## config.mk

```make
export PLATFORM = sky130hd
export DESIGN_NAME = spectrum_bin_postprocess
export DESIGN_NICKNAME = d
export VERILOG_FILES = /design/src/design/sbp_pkg.sv /design/src/design/spectrum_bin_postprocess.sv
export SDC_FILE = /design/constraint.sdc
export NUM_CORES = 2
export LEC_CHECK = 0
export BUFFER_PORTS_ARGS = -buffer_cell sky130_fd_sc_hd__buf_4
export CAP_MARGIN = 5
export CORE_AREA = 5 5 423 321
export CTS_CLUSTER_SIZE = 40
export DETAILED_ROUTE_END_ITERATION = 7
export DIE_AREA = 0 0 428 326
export PLACE_DENSITY = 0.79
export SLEW_MARGIN = 20
export SYNTH_ARGS = -nofsm -noshare
export SYNTH_HDL_FRONTEND = slang
export SYNTH_SLANG_ARGS = --single-unit
```

## constraint.sdc

```tcl
create_clock -name clk_i -period 19.7 [get_ports clk_i]
set_clock_uncertainty 0.2 [all_clocks]
set_input_delay 0.985 -clock clk_i [delete_from_list [all_inputs] [get_ports clk_i]]
set_output_delay 0.985 -clock clk_i [all_outputs]
set_load 0.01 [all_outputs]
```

## src/design/sbp_pkg.sv

```systemverilog
// ----------------------------------------------------------------------------
// sbp_pkg
// Shared types, constants and helper functions of the spectrum bin
// post-processor: log2 table, leading-one search and small constant dividers.
// ----------------------------------------------------------------------------
package sbp_pkg;

  localparam int DATA_W = 32;
  localparam int IDX_W  = 16;
  localparam int MODE_W = 4;
  localparam int LOG2_W = 5;

  // mode bit positions
  localparam int MODE_ABS    = 0;
  localparam int MODE_SMOOTH = 1;
  localparam int MODE_DB     = 2;
  localparam int MODE_FILT   = 3;

  localparam logic [MODE_W-1:0] POST_MODE_RST = 4'd0;
  localparam logic [LOG2_W-1:0] BIN_LOG2_RST  = 5'd10;

  typedef enum logic [0:0] {
    CFG_POST_MODE      = 1'b0,
    CFG_BIN_COUNT_LOG2 = 1'b1
  } sbp_cfg_e;

  // per-item control that travels with the data through the pipeline
  typedef struct packed {
    logic [MODE_W-1:0] mode;
    logic [IDX_W-1:0]  idx;
    logic              last;
  } sbp_tag_t;

  typedef struct packed {
    logic [IDX_W-1:0]  idx;
    logic [DATA_W-1:0] value;
    logic              last;
  } sbp_res_t;

  // smoothing: 4*prev + cur + 2, biased by 5*2^31 to stay non-negative
  localparam logic signed [35:0] SM_BIAS  = 36'sd10737418242;
  // filter: sum + 3, biased by 6*2^31 to stay non-negative
  localparam logic signed [35:0] FLT_BIAS = 36'sd12884901891;

  // dB mapping constants, Q16
  localparam int LG_W = 22;
  localparam int PF_W = 6;
  localparam logic signed [41:0] DB_SCALE = 42'sd394566;
  localparam logic signed [25:0] DB_MIN   = -26'sd6553600;
  localparam logic signed [25:0] DB_MAX   = -26'sd1966080;
  localparam logic signed [25:0] DB_OFS   = 26'sd6553600;
  localparam logic [22:0]        DB_HALF  = 23'd2293760;

  // reciprocals for exact floor division of values below 2^20
  localparam logic [20:0] DIV5_M = 21'd1677722;
  localparam logic [20:0] DIV3_M = 21'd1398102;

  // log2(1 + k/64) in Q16 by repeated squaring, evaluated at elaboration
  function automatic logic [64*16-1:0] build_log_tbl();
    logic [64*16-1:0] tbl;
    logic [63:0]      x;
    logic [15:0]      r;
    tbl = '0;
    for (int k = 0; k < 64; k++) begin
      x = 64'(64 + k) << 24;
      r = '0;
      for (int b = 15; b >= 0; b--) begin
        x = (x * x) >> 30;
        if (x >= (64'd2 << 30)) begin
          x    = x >> 1;
          r[b] = 1'b1;
        end
      end
      tbl[k*16 +: 16] = r;
    end
    return tbl;
  endfunction

  localparam logic [64*16-1:0] LOG_TBL = build_log_tbl();

  // position of the highest set bit, zero for zero
  function automatic logic [4:0] lod32(input logic [31:0] u);
    logic [4:0] p;
    p = '0;
    for (int b = 0; b < 32; b++) begin
      if (u[b]) begin
        p = 5'(b);
      end
    end
    return p;
  endfunction

  function automatic logic [19:0] div5_20(input logic [19:0] y);
    logic [40:0] prod;
    prod = 41'(y) * 41'(DIV5_M);
    return 20'(prod[40:23]);
  endfunction

  function automatic logic [19:0] div3_20(input logic [19:0] y);
    logic [40:0] prod;
    prod = 41'(y) * 41'(DIV3_M);
    return 20'(prod[40:22]);
  endfunction

endpackage

```

## src/design/spectrum_bin_postprocess.sv

```systemverilog
// ----------------------------------------------------------------------------
// spectrum_bin_postprocess
// Post-processing of a frame of transform bins: absolute value, bin-count
// scaling, smoothing, dB mapping to 0..1 and a 5-tap (1,1,2,1,1)/6 filter.
//
// Bins enter on the slave stream, one per cycle when nothing stalls, and
// results leave on the master stream. Each bin goes through six pipeline
// registers (abs/scale and smoothing sum, two halves of the divide by five,
// log2 lookup, dB multiply and clamp, rescale multiply), the filter stage,
// two halves of the divide by six and a two-entry output queue. The block
// sustains one bin per cycle while the master side takes results; the
// only other exception is the frame-end bin with the filter on, which holds
// the filter stage while it sends out up to the last three filtered bins.
// With the filter on, results trail their bins by two positions and the
// first two bins of a frame give no result of their own. A frame ends on
// tlast or on the bin with index 2^bin_count_log2 - 1, whichever comes
// first. Write the registers only while no bin is in flight.
// ----------------------------------------------------------------------------
module spectrum_bin_postprocess import sbp_pkg::*; #(
  parameter int VALUE_FRAC_BITS    = 16,
  parameter int MAX_BIN_COUNT_LOG2 = 16
) (
  input  logic                clk_i,
  input  logic                rst_ni,
  input  logic                s_axis_tvalid,
  output logic                s_axis_tready,
  input  logic [DATA_W-1:0]   s_axis_tdata,   // bin_value
  input  logic                s_axis_tlast,   // last_bin
  output logic                m_axis_tvalid,
  input  logic                m_axis_tready,
  output logic [47:0]         m_axis_tdata,   // result_value, result_index
  output logic                m_axis_tlast,   // last_result
  input  logic                cfg_we_i,
  input  logic [0:0]          cfg_idx_i,
  input  logic [LOG2_W-1:0]   cfg_data_i
);

  localparam int CNT_W   = MAX_BIN_COUNT_LOG2;
  localparam int LE_W    = $clog2(MAX_BIN_COUNT_LOG2 + 1);
  localparam int A_W     = VALUE_FRAC_BITS + 6;   // rescale numerator >> 17
  localparam int N_W     = VALUE_FRAC_BITS + 24;  // rescale numerator
  localparam int Q_W     = VALUE_FRAC_BITS + 1;   // 0..2^F
  localparam logic [A_W:0] Div35M = (A_W + 1)'(((64'd1 << (A_W + 6)) + 64'd34) / 64'd35);

  // window position of the filter stage: center two back, one back, current
  localparam logic [1:0] WIN_FULL  = 2'd0;
  localparam logic [1:0] WIN_TAIL1 = 2'd1;
  localparam logic [1:0] WIN_TAIL2 = 2'd2;

  // --------------------------------------------------------------------------
  // Configuration registers
  // --------------------------------------------------------------------------
  logic [MODE_W-1:0] post_mode_q;
  logic [LOG2_W-1:0] bin_log2_q;

  always_ff @(posedge clk_i or negedge rst_ni) begin
    if (!rst_ni) begin
      post_mode_q <= POST_MODE_RST;
      bin_log2_q  <= BIN_LOG2_RST;
    end else if (cfg_we_i) begin
      unique case (sbp_cfg_e'(cfg_idx_i))
        CFG_POST_MODE:      post_mode_q <= cfg_data_i[MODE_W-1:0];
        CFG_BIN_COUNT_LOG2: bin_log2_q  <= cfg_data_i;
      endcase
    end
  end

  // --------------------------------------------------------------------------
  // Pipeline handshake: a stage loads when it is empty or its content moves on
  // --------------------------------------------------------------------------
  logic [6:1]  vld_q;
  logic [6:1]  ld;
  sbp_tag_t    tag_q [6:1];
  logic        f_done;
  logic        da_ld;
  logic        db_ld;
  logic        ff_rdy;

  always_comb begin
    ld[6] = !vld_q[6] || f_done;
    for (int k = 5; k >= 1; k--) begin
      ld[k] = !vld_q[k] || ld[k+1];
    end
  end

  assign s_axis_tready = ld[1];

  logic in_acc;
  assign in_acc = s_axis_tvalid && s_axis_tready;

  // --------------------------------------------------------------------------
  // Input stage: frame position, abs, bin-count shift, smoothing numerator
  // --------------------------------------------------------------------------
  logic signed [DATA_W-1:0] bin_value;
  logic                     last_bin;
  logic [CNT_W-1:0]         cnt_q;
  logic [CNT_W-1:0]         cnt_last;
  logic [LE_W-1:0]          le;
  logic                     in_last;
  logic signed [DATA_W-1:0] prev_q;
  logic signed [DATA_W-1:0] v_abs;
  logic signed [DATA_W-1:0] v_sc;
  logic signed [35:0]       sm_x;
  sbp_tag_t                 in_tag;

  assign bin_value = signed'(s_axis_tdata);
  assign last_bin  = s_axis_tlast;

  always_comb begin
    if (bin_log2_q > LOG2_W'(MAX_BIN_COUNT_LOG2)) begin
      le = LE_W'(MAX_BIN_COUNT_LOG2);
    end else begin
      le = LE_W'(bin_log2_q);
    end
    cnt_last = {CNT_W{1'b1}} >> (LE_W'(MAX_BIN_COUNT_LOG2) - le);
    in_last  = last_bin || (cnt_q == cnt_last);

    v_abs = bin_value;
    if (post_mode_q[MODE_ABS] && bin_value[DATA_W-1]) begin
      // the most negative value saturates
      if (bin_value == {1'b1, {(DATA_W-1){1'b0}}}) begin
        v_abs = {1'b0, {(DATA_W-1){1'b1}}};
      end else begin
        v_abs = -bin_value;
      end
    end
    if (post_mode_q[MODE_ABS] && post_mode_q[MODE_DB]) begin
      v_sc = v_abs >>> le;
    end else begin
      v_sc = v_abs;
    end

    sm_x = (36'(prev_q) <<< 2) + 36'(v_sc) + SM_BIAS;

    in_tag.mode = post_mode_q;
    in_tag.idx  = IDX_W'(cnt_q);
    in_tag.last = in_last;
  end

  always_ff @(posedge clk_i or negedge rst_ni) begin
    if (!rst_ni) begin
      cnt_q  <= '0;
      prev_q <= '0;
    end else if (in_acc) begin
      // drop frame state at frame end
      cnt_q  <= in_last ? '0 : cnt_q + 1'b1;
      prev_q <= in_last ? '0 : v_sc;
    end
  end

  // --------------------------------------------------------------------------
  // Stage payloads
  // --------------------------------------------------------------------------
  logic signed [DATA_W-1:0] s1_val_q, s2_val_q, s3_val_q, s4_val_q, s5_val_q, s6_val_q;
  logic [34:0]              s1_y_q;
  logic [17:0]              s2_qh_q;
  logic [2:0]               s2_rh_q;
  logic [16:0]              s2_yl_q;
  logic signed [LG_W-1:0]   s4_lg_q;
  logic                     s4_pos_q, s5_pos_q;
  logic [22:0]              s5_t_q;

  // stage 1 -> 2: upper half of the divide by five
  logic [17:0] dv5_yh;
  logic [19:0] dv5_qh;
  logic [17:0] dv5_rem;

  always_comb begin
    dv5_yh  = s1_y_q[34:17];
    dv5_qh  = div5_20(20'(dv5_yh));
    dv5_rem = dv5_yh - 18'(18'(dv5_qh) * 18'd5);
  end

  // stage 2 -> 3: lower half, remove the bias
  logic [19:0]              dv5_ql;
  logic [DATA_W-1:0]        dv5_q;
  logic signed [DATA_W-1:0] s3_val_d;

  always_comb begin
    dv5_ql = div5_20({s2_rh_q, s2_yl_q});
    dv5_q  = {s2_qh_q[14:0], dv5_ql[16:0]};
    if (tag_q[2].mode[MODE_SMOOTH]) begin
      s3_val_d = signed'(dv5_q ^ {1'b1, {(DATA_W-1){1'b0}}});
    end else begin
      s3_val_d = s2_val_q;
    end
  end

  // stage 3 -> 4: leading one and table lookup give log2 in Q16
  logic [4:0]            lg_p;
  logic [5:0]            lg_frac;
  logic [15:0]           lg_entry;
  logic signed [PF_W-1:0] lg_int;
  logic                  s4_pos_d;

  always_comb begin
    lg_p     = lod32(s3_val_q);
    lg_frac  = 6'({s3_val_q, 6'b0} >> lg_p);
    lg_entry = LOG_TBL[{lg_frac, 4'b0} +: 16];
    lg_int   = signed'(PF_W'(lg_p) - PF_W'(VALUE_FRAC_BITS));
    s4_pos_d = !s3_val_q[DATA_W-1] && (s3_val_q != '0);
  end

  // stage 4 -> 5: 20*log10 in Q16, clamp, offset to 0..70 dB
  logic signed [41:0] db_prod;
  logic signed [25:0] db_raw;
  logic signed [25:0] db_cl;
  logic signed [25:0] db_sh;

  always_comb begin
    db_prod = 42'(s4_lg_q) * DB_SCALE;
    db_raw  = db_prod[41:16];
    if (db_raw < DB_MIN) begin
      db_cl = DB_MIN;
    end else if (db_raw > DB_MAX) begin
      db_cl = DB_MAX;
    end else begin
      db_cl = db_raw;
    end
    db_sh = db_cl + DB_OFS;
  end

  // stage 5 -> 6: round(t * 2^F / (70 * 2^16)) by reciprocal of 35
  logic [N_W-1:0]           rs_num;
  logic [A_W-1:0]           rs_a;
  logic [2*A_W:0]           rs_prod;
  logic [Q_W-1:0]           rs_q;
  logic signed [DATA_W-1:0] s6_val_d;

  always_comb begin
    rs_num  = (N_W'(s5_t_q) << VALUE_FRAC_BITS) + N_W'(DB_HALF);
    rs_a    = rs_num[17 +: A_W];
    rs_prod = (2*A_W + 1)'(rs_a) * (2*A_W + 1)'(Div35M);
    rs_q    = rs_prod[A_W + 6 +: Q_W];
    if (!tag_q[5].mode[MODE_DB]) begin
      s6_val_d = s5_val_q;
    end else if (s5_pos_q) begin
      s6_val_d = signed'(DATA_W'(rs_q));
    end else begin
      s6_val_d = '0;
    end
  end

  always_ff @(posedge clk_i or negedge rst_ni) begin
    if (!rst_ni) begin
      vld_q <= '0;
    end else begin
      if (ld[1]) begin
        vld_q[1] <= s_axis_tvalid;
      end
      for (int k = 2; k <= 6; k++) begin
        if (ld[k]) begin
          vld_q[k] <= vld_q[k-1];
        end
      end
    end
  end

  always_ff @(posedge clk_i) begin
    if (in_acc) begin
      tag_q[1] <= in_tag;
      s1_val_q <= v_sc;
      s1_y_q   <= sm_x[34:0];
    end
    for (int k = 2; k <= 6; k++) begin
      if (ld[k]) begin
        tag_q[k] <= tag_q[k-1];
      end
    end
    if (ld[2]) begin
      s2_val_q <= s1_val_q;
      s2_qh_q  <= dv5_qh[17:0];
      s2_rh_q  <= dv5_rem[2:0];
      s2_yl_q  <= s1_y_q[16:0];
    end
    if (ld[3]) begin
      s3_val_q <= s3_val_d;
    end
    if (ld[4]) begin
      s4_val_q <= s3_val_q;
      s4_lg_q  <= {lg_int, lg_entry};
      s4_pos_q <= s4_pos_d;
    end
    if (ld[5]) begin
      s5_val_q <= s4_val_q;
      s5_t_q   <= db_sh[22:0];
      s5_pos_q <= s4_pos_q;
    end
    if (ld[6]) begin
      s6_val_q <= s6_val_d;
    end
  end

  // --------------------------------------------------------------------------
  // Filter stage: tap history and emission of up to three results per bin
  // --------------------------------------------------------------------------
  logic signed [DATA_W-1:0] hist_q [4];
  logic [1:0]               sub_q;
  sbp_tag_t                 f_tag;
  logic                     f_filt;
  logic                     f_ge2;
  logic                     f_need;
  logic                     f_emit;
  logic                     f_final;
  logic [1:0]               f_start;
  logic [1:0]               f_cur;
  logic [1:0]               f_fin;
  logic signed [35:0]       f_e [5];
  logic signed [35:0]       f_y;
  logic [IDX_W-1:0]         f_idx;
  logic                     f_last;

  always_comb begin
    f_tag  = tag_q[6];
    f_filt = f_tag.mode[MODE_FILT];
    f_ge2  = |f_tag.idx[IDX_W-1:1];
    f_need = vld_q[6] && (!f_filt || f_tag.last || f_ge2);

    // a short frame starts its tail further right
    if (f_filt && f_tag.last && !f_ge2) begin
      f_start = f_tag.idx[0] ? WIN_TAIL1 : WIN_TAIL2;
    end else begin
      f_start = WIN_FULL;
    end
    f_cur   = f_start + sub_q;
    f_fin   = f_tag.last ? WIN_TAIL2 : WIN_FULL;
    f_final = !f_filt || (f_cur == f_fin);
    f_emit  = f_need && da_ld;
    f_done  = vld_q[6] && (!f_need || (f_emit && f_final));

    unique case (f_cur)
      WIN_FULL: begin
        f_e[0] = 36'(hist_q[3]);
        f_e[1] = 36'(hist_q[2]);
        f_e[2] = 36'(hist_q[1]);
        f_e[3] = 36'(hist_q[0]);
        f_e[4] = 36'(s6_val_q);
      end
      WIN_TAIL1: begin
        f_e[0] = 36'(hist_q[2]);
        f_e[1] = 36'(hist_q[1]);
        f_e[2] = 36'(hist_q[0]);
        f_e[3] = 36'(s6_val_q);
        f_e[4] = '0;
      end
      default: begin
        f_e[0] = 36'(hist_q[1]);
        f_e[1] = 36'(hist_q[0]);
        f_e[2] = 36'(s6_val_q);
        f_e[3] = '0;
        f_e[4] = '0;
      end
    endcase
    f_y = f_e[0] + f_e[1] + (f_e[2] <<< 1) + f_e[3] + f_e[4] + FLT_BIAS;

    if (f_filt) begin
      f_idx  = f_tag.idx + IDX_W'(f_cur) - IDX_W'(2);
      f_last = f_tag.last && (f_cur == WIN_TAIL2);
    end else begin
      f_idx  = f_tag.idx;
      f_last = f_tag.last;
    end
  end

  always_ff @(posedge clk_i or negedge rst_ni) begin
    if (!rst_ni) begin
      sub_q <= '0;
      for (int k = 0; k < 4; k++) begin
        hist_q[k] <= '0;
      end
    end else begin
      if (f_done) begin
        sub_q <= '0;
      end else if (f_emit) begin
        sub_q <= sub_q + 1'b1;
      end
      // history advances in every mode; clear it at frame end
      if (f_done) begin
        if (f_tag.last) begin
          for (int k = 0; k < 4; k++) begin
            hist_q[k] <= '0;
          end
        end else begin
          hist_q[3] <= hist_q[2];
          hist_q[2] <= hist_q[1];
          hist_q[1] <= hist_q[0];
          hist_q[0] <= s6_val_q;
        end
      end
    end
  end

  // --------------------------------------------------------------------------
  // Divide by six: halve, then two halves of a divide by three
  // --------------------------------------------------------------------------
  logic                     da_v_q, db_v_q;
  logic [33:0]              da_y_q;
  logic signed [DATA_W-1:0] da_val_q, db_val_q;
  logic                     da_byp_q, db_byp_q;
  logic [IDX_W-1:0]         da_idx_q, db_idx_q;
  logic                     da_last_q, db_last_q;
  logic [16:0]              db_qh_q;
  logic [1:0]               db_rh_q;
  logic [16:0]              db_yl_q;

  assign db_ld = !db_v_q || ff_rdy;
  assign da_ld = !da_v_q || db_ld;

  logic [16:0]       dv3_yh;
  logic [19:0]       dv3_qh;
  logic [16:0]       dv3_rem;
  logic [19:0]       dv3_ql;
  logic [DATA_W-1:0] dv3_q;
  sbp_res_t          res_d;

  always_comb begin
    dv3_yh  = da_y_q[33:17];
    dv3_qh  = div3_20(20'(dv3_yh));
    dv3_rem = dv3_yh - 17'(17'(dv3_qh) * 17'd3);

    dv3_ql  = div3_20(20'({db_rh_q, db_yl_q}));
    dv3_q   = {db_qh_q[14:0], dv3_ql[16:0]};

    res_d.idx  = db_idx_q;
    res_d.last = db_last_q;
    if (db_byp_q) begin
      res_d.value = db_val_q;
    end else begin
      res_d.value = dv3_q ^ {1'b1, {(DATA_W-1){1'b0}}};
    end
  end

  always_ff @(posedge clk_i or negedge rst_ni) begin
    if (!rst_ni) begin
      da_v_q <= 1'b0;
      db_v_q <= 1'b0;
    end else begin
      if (da_ld) begin
        da_v_q <= f_emit;
      end
      if (db_ld) begin
        db_v_q <= da_v_q;
      end
    end
  end

  always_ff @(posedge clk_i) begin
    if (f_emit) begin
      da_y_q    <= f_y[34:1];
      da_val_q  <= s6_val_q;
      da_byp_q  <= !f_filt;
      da_idx_q  <= f_idx;
      da_last_q <= f_last;
    end
    if (db_ld && da_v_q) begin
      db_qh_q   <= dv3_qh[16:0];
      db_rh_q   <= dv3_rem[1:0];
      db_yl_q   <= da_y_q[16:0];
      db_val_q  <= da_val_q;
      db_byp_q  <= da_byp_q;
      db_idx_q  <= da_idx_q;
      db_last_q <= da_last_q;
    end
  end

  // --------------------------------------------------------------------------
  // Output queue: two entries keep the master side off the pipeline ready path
  // --------------------------------------------------------------------------
  sbp_res_t    ff_mem_q [2];
  logic        ff_wptr_q, ff_rptr_q;
  logic [1:0]  ff_cnt_q;
  logic        ff_push, ff_pop;
  sbp_res_t    ff_head;

  assign ff_rdy  = (ff_cnt_q != 2'd2);
  assign ff_push = db_v_q && ff_rdy;
  assign ff_pop  = m_axis_tvalid && m_axis_tready;
  assign ff_head = ff_mem_q[ff_rptr_q];

  always_ff @(posedge clk_i or negedge rst_ni) begin
    if (!rst_ni) begin
      ff_wptr_q <= 1'b0;
      ff_rptr_q <= 1'b0;
      ff_cnt_q  <= '0;
    end else begin
      if (ff_push) begin
        ff_wptr_q <= !ff_wptr_q;
      end
      if (ff_pop) begin
        ff_rptr_q <= !ff_rptr_q;
      end
      ff_cnt_q <= ff_cnt_q + {1'b0, ff_push} - {1'b0, ff_pop};
    end
  end

  always_ff @(posedge clk_i) begin
    if (ff_push) begin
      ff_mem_q[ff_wptr_q] <= res_d;
    end
  end

  logic signed [DATA_W-1:0] result_value;
  logic [IDX_W-1:0]         result_index;
  logic                     last_result;

  assign result_value  = signed'(ff_head.value);
  assign result_index  = ff_head.idx;
  assign last_result   = ff_head.last;

  assign m_axis_tvalid = (ff_cnt_q != 2'd0);
  assign m_axis_tdata  = {result_index, result_value};
  assign m_axis_tlast  = last_result;

endmodule

```

==> metrics.md <==
| Metric | Value |
|---|---|
| Wire length reported by the detailed router | about 190000 um |
| Number of enable flip-flop cells after synthesis | between 600 and 700 |
| Vias per cell | 5.84 |
| Critical path fanouts, max | 7 |
| Iteration count of the initial detailed-routing pass | 8 |
| Worst hold-check path type | in -> async |
| Last weighted congestion value of the routability-driven placer | slightly below 1 |
| Gate count after technology mapping | 7467 |
| Final global-route overflow total | 0 |
| Pin count of the biggest net entering global routing | between 100 and 150 |
| Post-synth top flop | sky130_fd_sc_hd__edfxtp_1 |
| Synth unique cells | 99 |
| Sum of negative setup slack | 0 ns |
| Number of pins with negative max-slew slack in the final report | 0 |
| Number of hold buffers added after cts | 0 |
| Final setup violating endpoints | 0 |
| Post-synthesis xor/xnor area fraction | approximately 2.8% |
| # port buffers | between 90 and 100 |
| Dominant delay contributor by cell family on the critical path | adder cells |
| Die Height | 326 um |
| Total core area | 132000 sq um |
| Antenna violations before repair | 9 |
| Share of the synthesized area in compound gates (AO/OA/AOI/OAI) | under 10% |
| Buffers & Inverters on Critical Path | 6 |
| Mux share of post-synthesis cell area | about 4% |
| Final hold violation count | 0 |
| Final Cycle Share | slightly below 50% |
| Initial DRC Count | approximately 5100 |
| Final routed DRC violation total | 0 |
| Inserted Clock Buffers | 89 |
| Total of cells resized after clock tree synthesis | 0 |
| Synthesized area per cell | ~11 sq um |
| Number of nets in the layout | 9394 |
| Maximum number of buffers from clock root to sink | 3 |
| Total global routing track utilization | 27.0% |
| Clock insertion delay at the later pin of the skew report | ~0.7 ns |
| Required arrival time at the worst endpoint | roughly 20 ns |
| Final min period | between 9 and 10 ns |
| Crit Reg-Reg Endpoint | s6_val_q[15] |
| Delay of the slowest cell on the worst path | 0.65 ns |
| HPWL after detailed placement | around 150000 um |
| Sink Count | approximately 890 |
| Filler cells | 10000 |
| Vias in the first global route | about 56000 |
| Number of top-level pins | 95 |
| Arrival time of data at the critical path endpoint | about 9.9 ns |
| Reg2Reg Setup Slack | 10.01 ns |
| Full die area | roughly 140000 sq um |
| Fraction of synthesis flops using an asynchronous set or reset pin | roughly 22% |
| Max Cap Violations | 0 |
| Synthesized-area fraction occupied by and/or/nand/nor cells | under 10% |
| Layout cells sized above 1 | about 6.6% |
| Worst max-slew margin expressed relative to the limit | approximately 22% |
| Register clock-pin slew on the reported worst setup and hold paths | around 0.07 ns |
| Achievable Freq | between 100 and 150 MHz |
| Die Width | 428 um |
| Cell type with the highest occurrence count on the critical path | sky130_fd_sc_hd__fa_1 |
| Cell with the largest stage delay on the worst path | sky130_fd_sc_hd__xnor2_1 |
| Worst Reg-to-Reg Cells | 31 |
| Launching element type of the critical path | register |
| Layout-stage area growth over the synthesis result | 6.86% |
| Global-route wire length before repair | approximately 300000 um |
| Via count | ~54000 |
| Arithmetic-cell share of the synthesized area counting full adders, half adders and majority gates | 36.0% |
| CTS tree | built |
| Cell Area, Synth | slightly above 80000 sq um |
| Unrepaired setup endpoints after global routing | false |
| Sequential-to-total area share from yosys stat | roughly a third |
| CTS root buf | sky130_fd_sc_hd__clkbuf_16 |
| Beginning of the worst register-to-register path | s5_t_q[1] |
| Number of post-CTS setup repair buffers | 0 |
| Starting density of the core | about three fifths |
| Outcome | complete, no violations |
| Average wire per cell in the routed design | 20.1 um |
| Most frequent cells in the layout | 1320 x sky130_fd_sc_hd__inv_1, 1119 x sky130_fd_sc_hd__ha_1, 747 x sky130_fd_sc_hd__fa_1, 687 x sky130_fd_sc_hd__edfxtp_1, 486 x sky130_fd_sc_hd__nand2_1 |
| Pin slew with the least headroom to its limit | ~1.2 ns |
| Nets in the synthesized netlist | approximately 9400 |
| Count of yosys warnings during synthesis | 0 |
| Main combinational cell family by area after synthesis | adder cells |
| Most common library cell in the layout ignoring fill and taps | sky130_fd_sc_hd__inv_1 |
| Critical Path Sink Type | register |
| Row count | between 100 and 150 |
| H-tree depth reported by CTS | 3 |
| Worst setup path category | reg -> reg |
| Post-route ant nets | 0 |
| Number of flip-flops and latches in the synthesized netlist | 886 |
cell type report:
| class | count | area [sq um] | area share, % |
|---|---|---|---|
| antenna | 2 | 5.00 | 0.00582 |
| timing repair buffer | 144 | 1090 | 1.27 |
| inverter | 1332 | 5000 | 5.82 |
| sequential | 886 | 25600 | 29.8 |
| tap | 1770 | 2210 | 2.57 |
| clock buffer | 104 | 2320 | 2.70 |
| clock inverter | 63 | 683 | 0.794 |
| multi-input combinational | 5030 | 49100 | 57.1 |
layer usage:
metal	up-vias	GRT usage, %	wire length (um)
met1	26800	39.5	83800
met3	336	4.46	13800
met5	-	0	23
met4	4	7.06	5200
met2	1948	42.2	84300
li1	25400	-	-
through the flow:
stage / cell area [sq um] / setup WS [ns] / cells / util, % / hold slack, ns
floorplan: 80500 / 11.11 / 7467 / - / 0.200
global route: 86000 / 9.37 / 9331 / 65.3 / 0.114
finish: 86000 / 10.01 / 9331 / 65.3 / 0.0916
detailed placement: 83000 / 10.05 / 9162 / 63.0 / 0.205
CTS: 86000 / 10.07 / 9329 / 65.3 / 0.0801
global placement: 83000 / 10.20 / 9162 / 63.0 / 0.200
how the worst max path moves through the flow:
stage | startpoint | endpoint | slack, ns | depth (start not counted)
after floorplan | s5_t_q[0] | s6_val_q[15] | 11.11 | 31
after global placement | s5_t_q[0] | s6_val_q[15] | 10.20 | 31
after detailed placement | s5_t_q[0] | s6_val_q[15] | 10.05 | 31
after CTS | s5_t_q[0] | s6_val_q[15] | 10.07 | 31
after global routing | s5_t_q[0] | s6_val_q[15] | 9.37 | 31
final | s5_t_q[1] | s6_val_q[15] | 10.01 | 31
synthesized netlist by cell type (24+ instances only):
cell type	number	area share [%]
sky130_fd_sc_hd__inv_1	1323	6.2
sky130_fd_sc_hd__ha_1	1120	17
sky130_fd_sc_hd__fa_1	747	19
sky130_fd_sc_hd__edfxtp_1	687	26
sky130_fd_sc_hd__nand2_1	489	2.3
sky130_fd_sc_hd__o21ai_0	415	2.6
sky130_fd_sc_hd__nor2_1	306	1.4
sky130_fd_sc_hd__a21oi_1	216	1.3
sky130_fd_sc_hd__dfrtp_1	197	6.1
sky130_fd_sc_hd__xnor2_1	190	2.1
sky130_fd_sc_hd__mux2i_1	181	2.3
sky130_fd_sc_hd__clkbuf_1	164	0.76
sky130_fd_sc_hd__nand2b_1	162	1.3
sky130_fd_sc_hd__mux2_2	120	1.7
sky130_fd_sc_hd__nor3_1	81	0.50
sky130_fd_sc_hd__xor2_1	71	0.77
sky130_fd_sc_hd__nand3_1	66	0.41
sky130_fd_sc_hd__a21o_1	64	0.60
sky130_fd_sc_hd__and2_1	62	0.48
sky130_fd_sc_hd__nor2b_1	56	0.44
sky130_fd_sc_hd__a211oi_1	49	0.46
sky130_fd_sc_hd__o21a_1	41	0.38
sky130_fd_sc_hd__a31oi_1	37	0.29
sky130_fd_sc_hd__o211ai_1	34	0.32
sky130_fd_sc_hd__o22ai_1	30	0.23
sky130_fd_sc_hd__or3_1	29	0.23
sky130_fd_sc_hd__and3_1	28	0.22
sky130_fd_sc_hd__nand4_1	28	0.22
sky130_fd_sc_hd__o21bai_1	24	0.22
sequential cells by signal (all words and copies together) (netlist names), 17 cells and up:
register / flops
da_y_q: 34
s5_t_q: 23
s4_val_q: 32
hist_q: 128
s1_y_q: 34
s5_val_q: 32
db_val_q: 32
tag_q: 115
ff_mem_q: 98
prev_q: 32
s1_val_q: 32
s4_lg_q: 21
s2_val_q: 32
da_val_q: 32
s3_val_q: 32
db_yl_q: 17
s6_val_q: 32
logic make-up (layout without fill, tap and decap cells):
group | Yosys count | after routing
muxes | 308 | 308
AOI/OAI and AO/OA | 1182 | 1182
buffers and inverters | 1551 | 1643
adders and majority gates | 1867 | 1867
DFF | 886 | 886
and+or+nand+nor | 1412 | 1412
xor gates and xnor gates | 261 | 261
other | 0 | 2
Power is not shown: default switching activity piles up to over one toggle a cycle in this logic, so the estimate is an artifact.
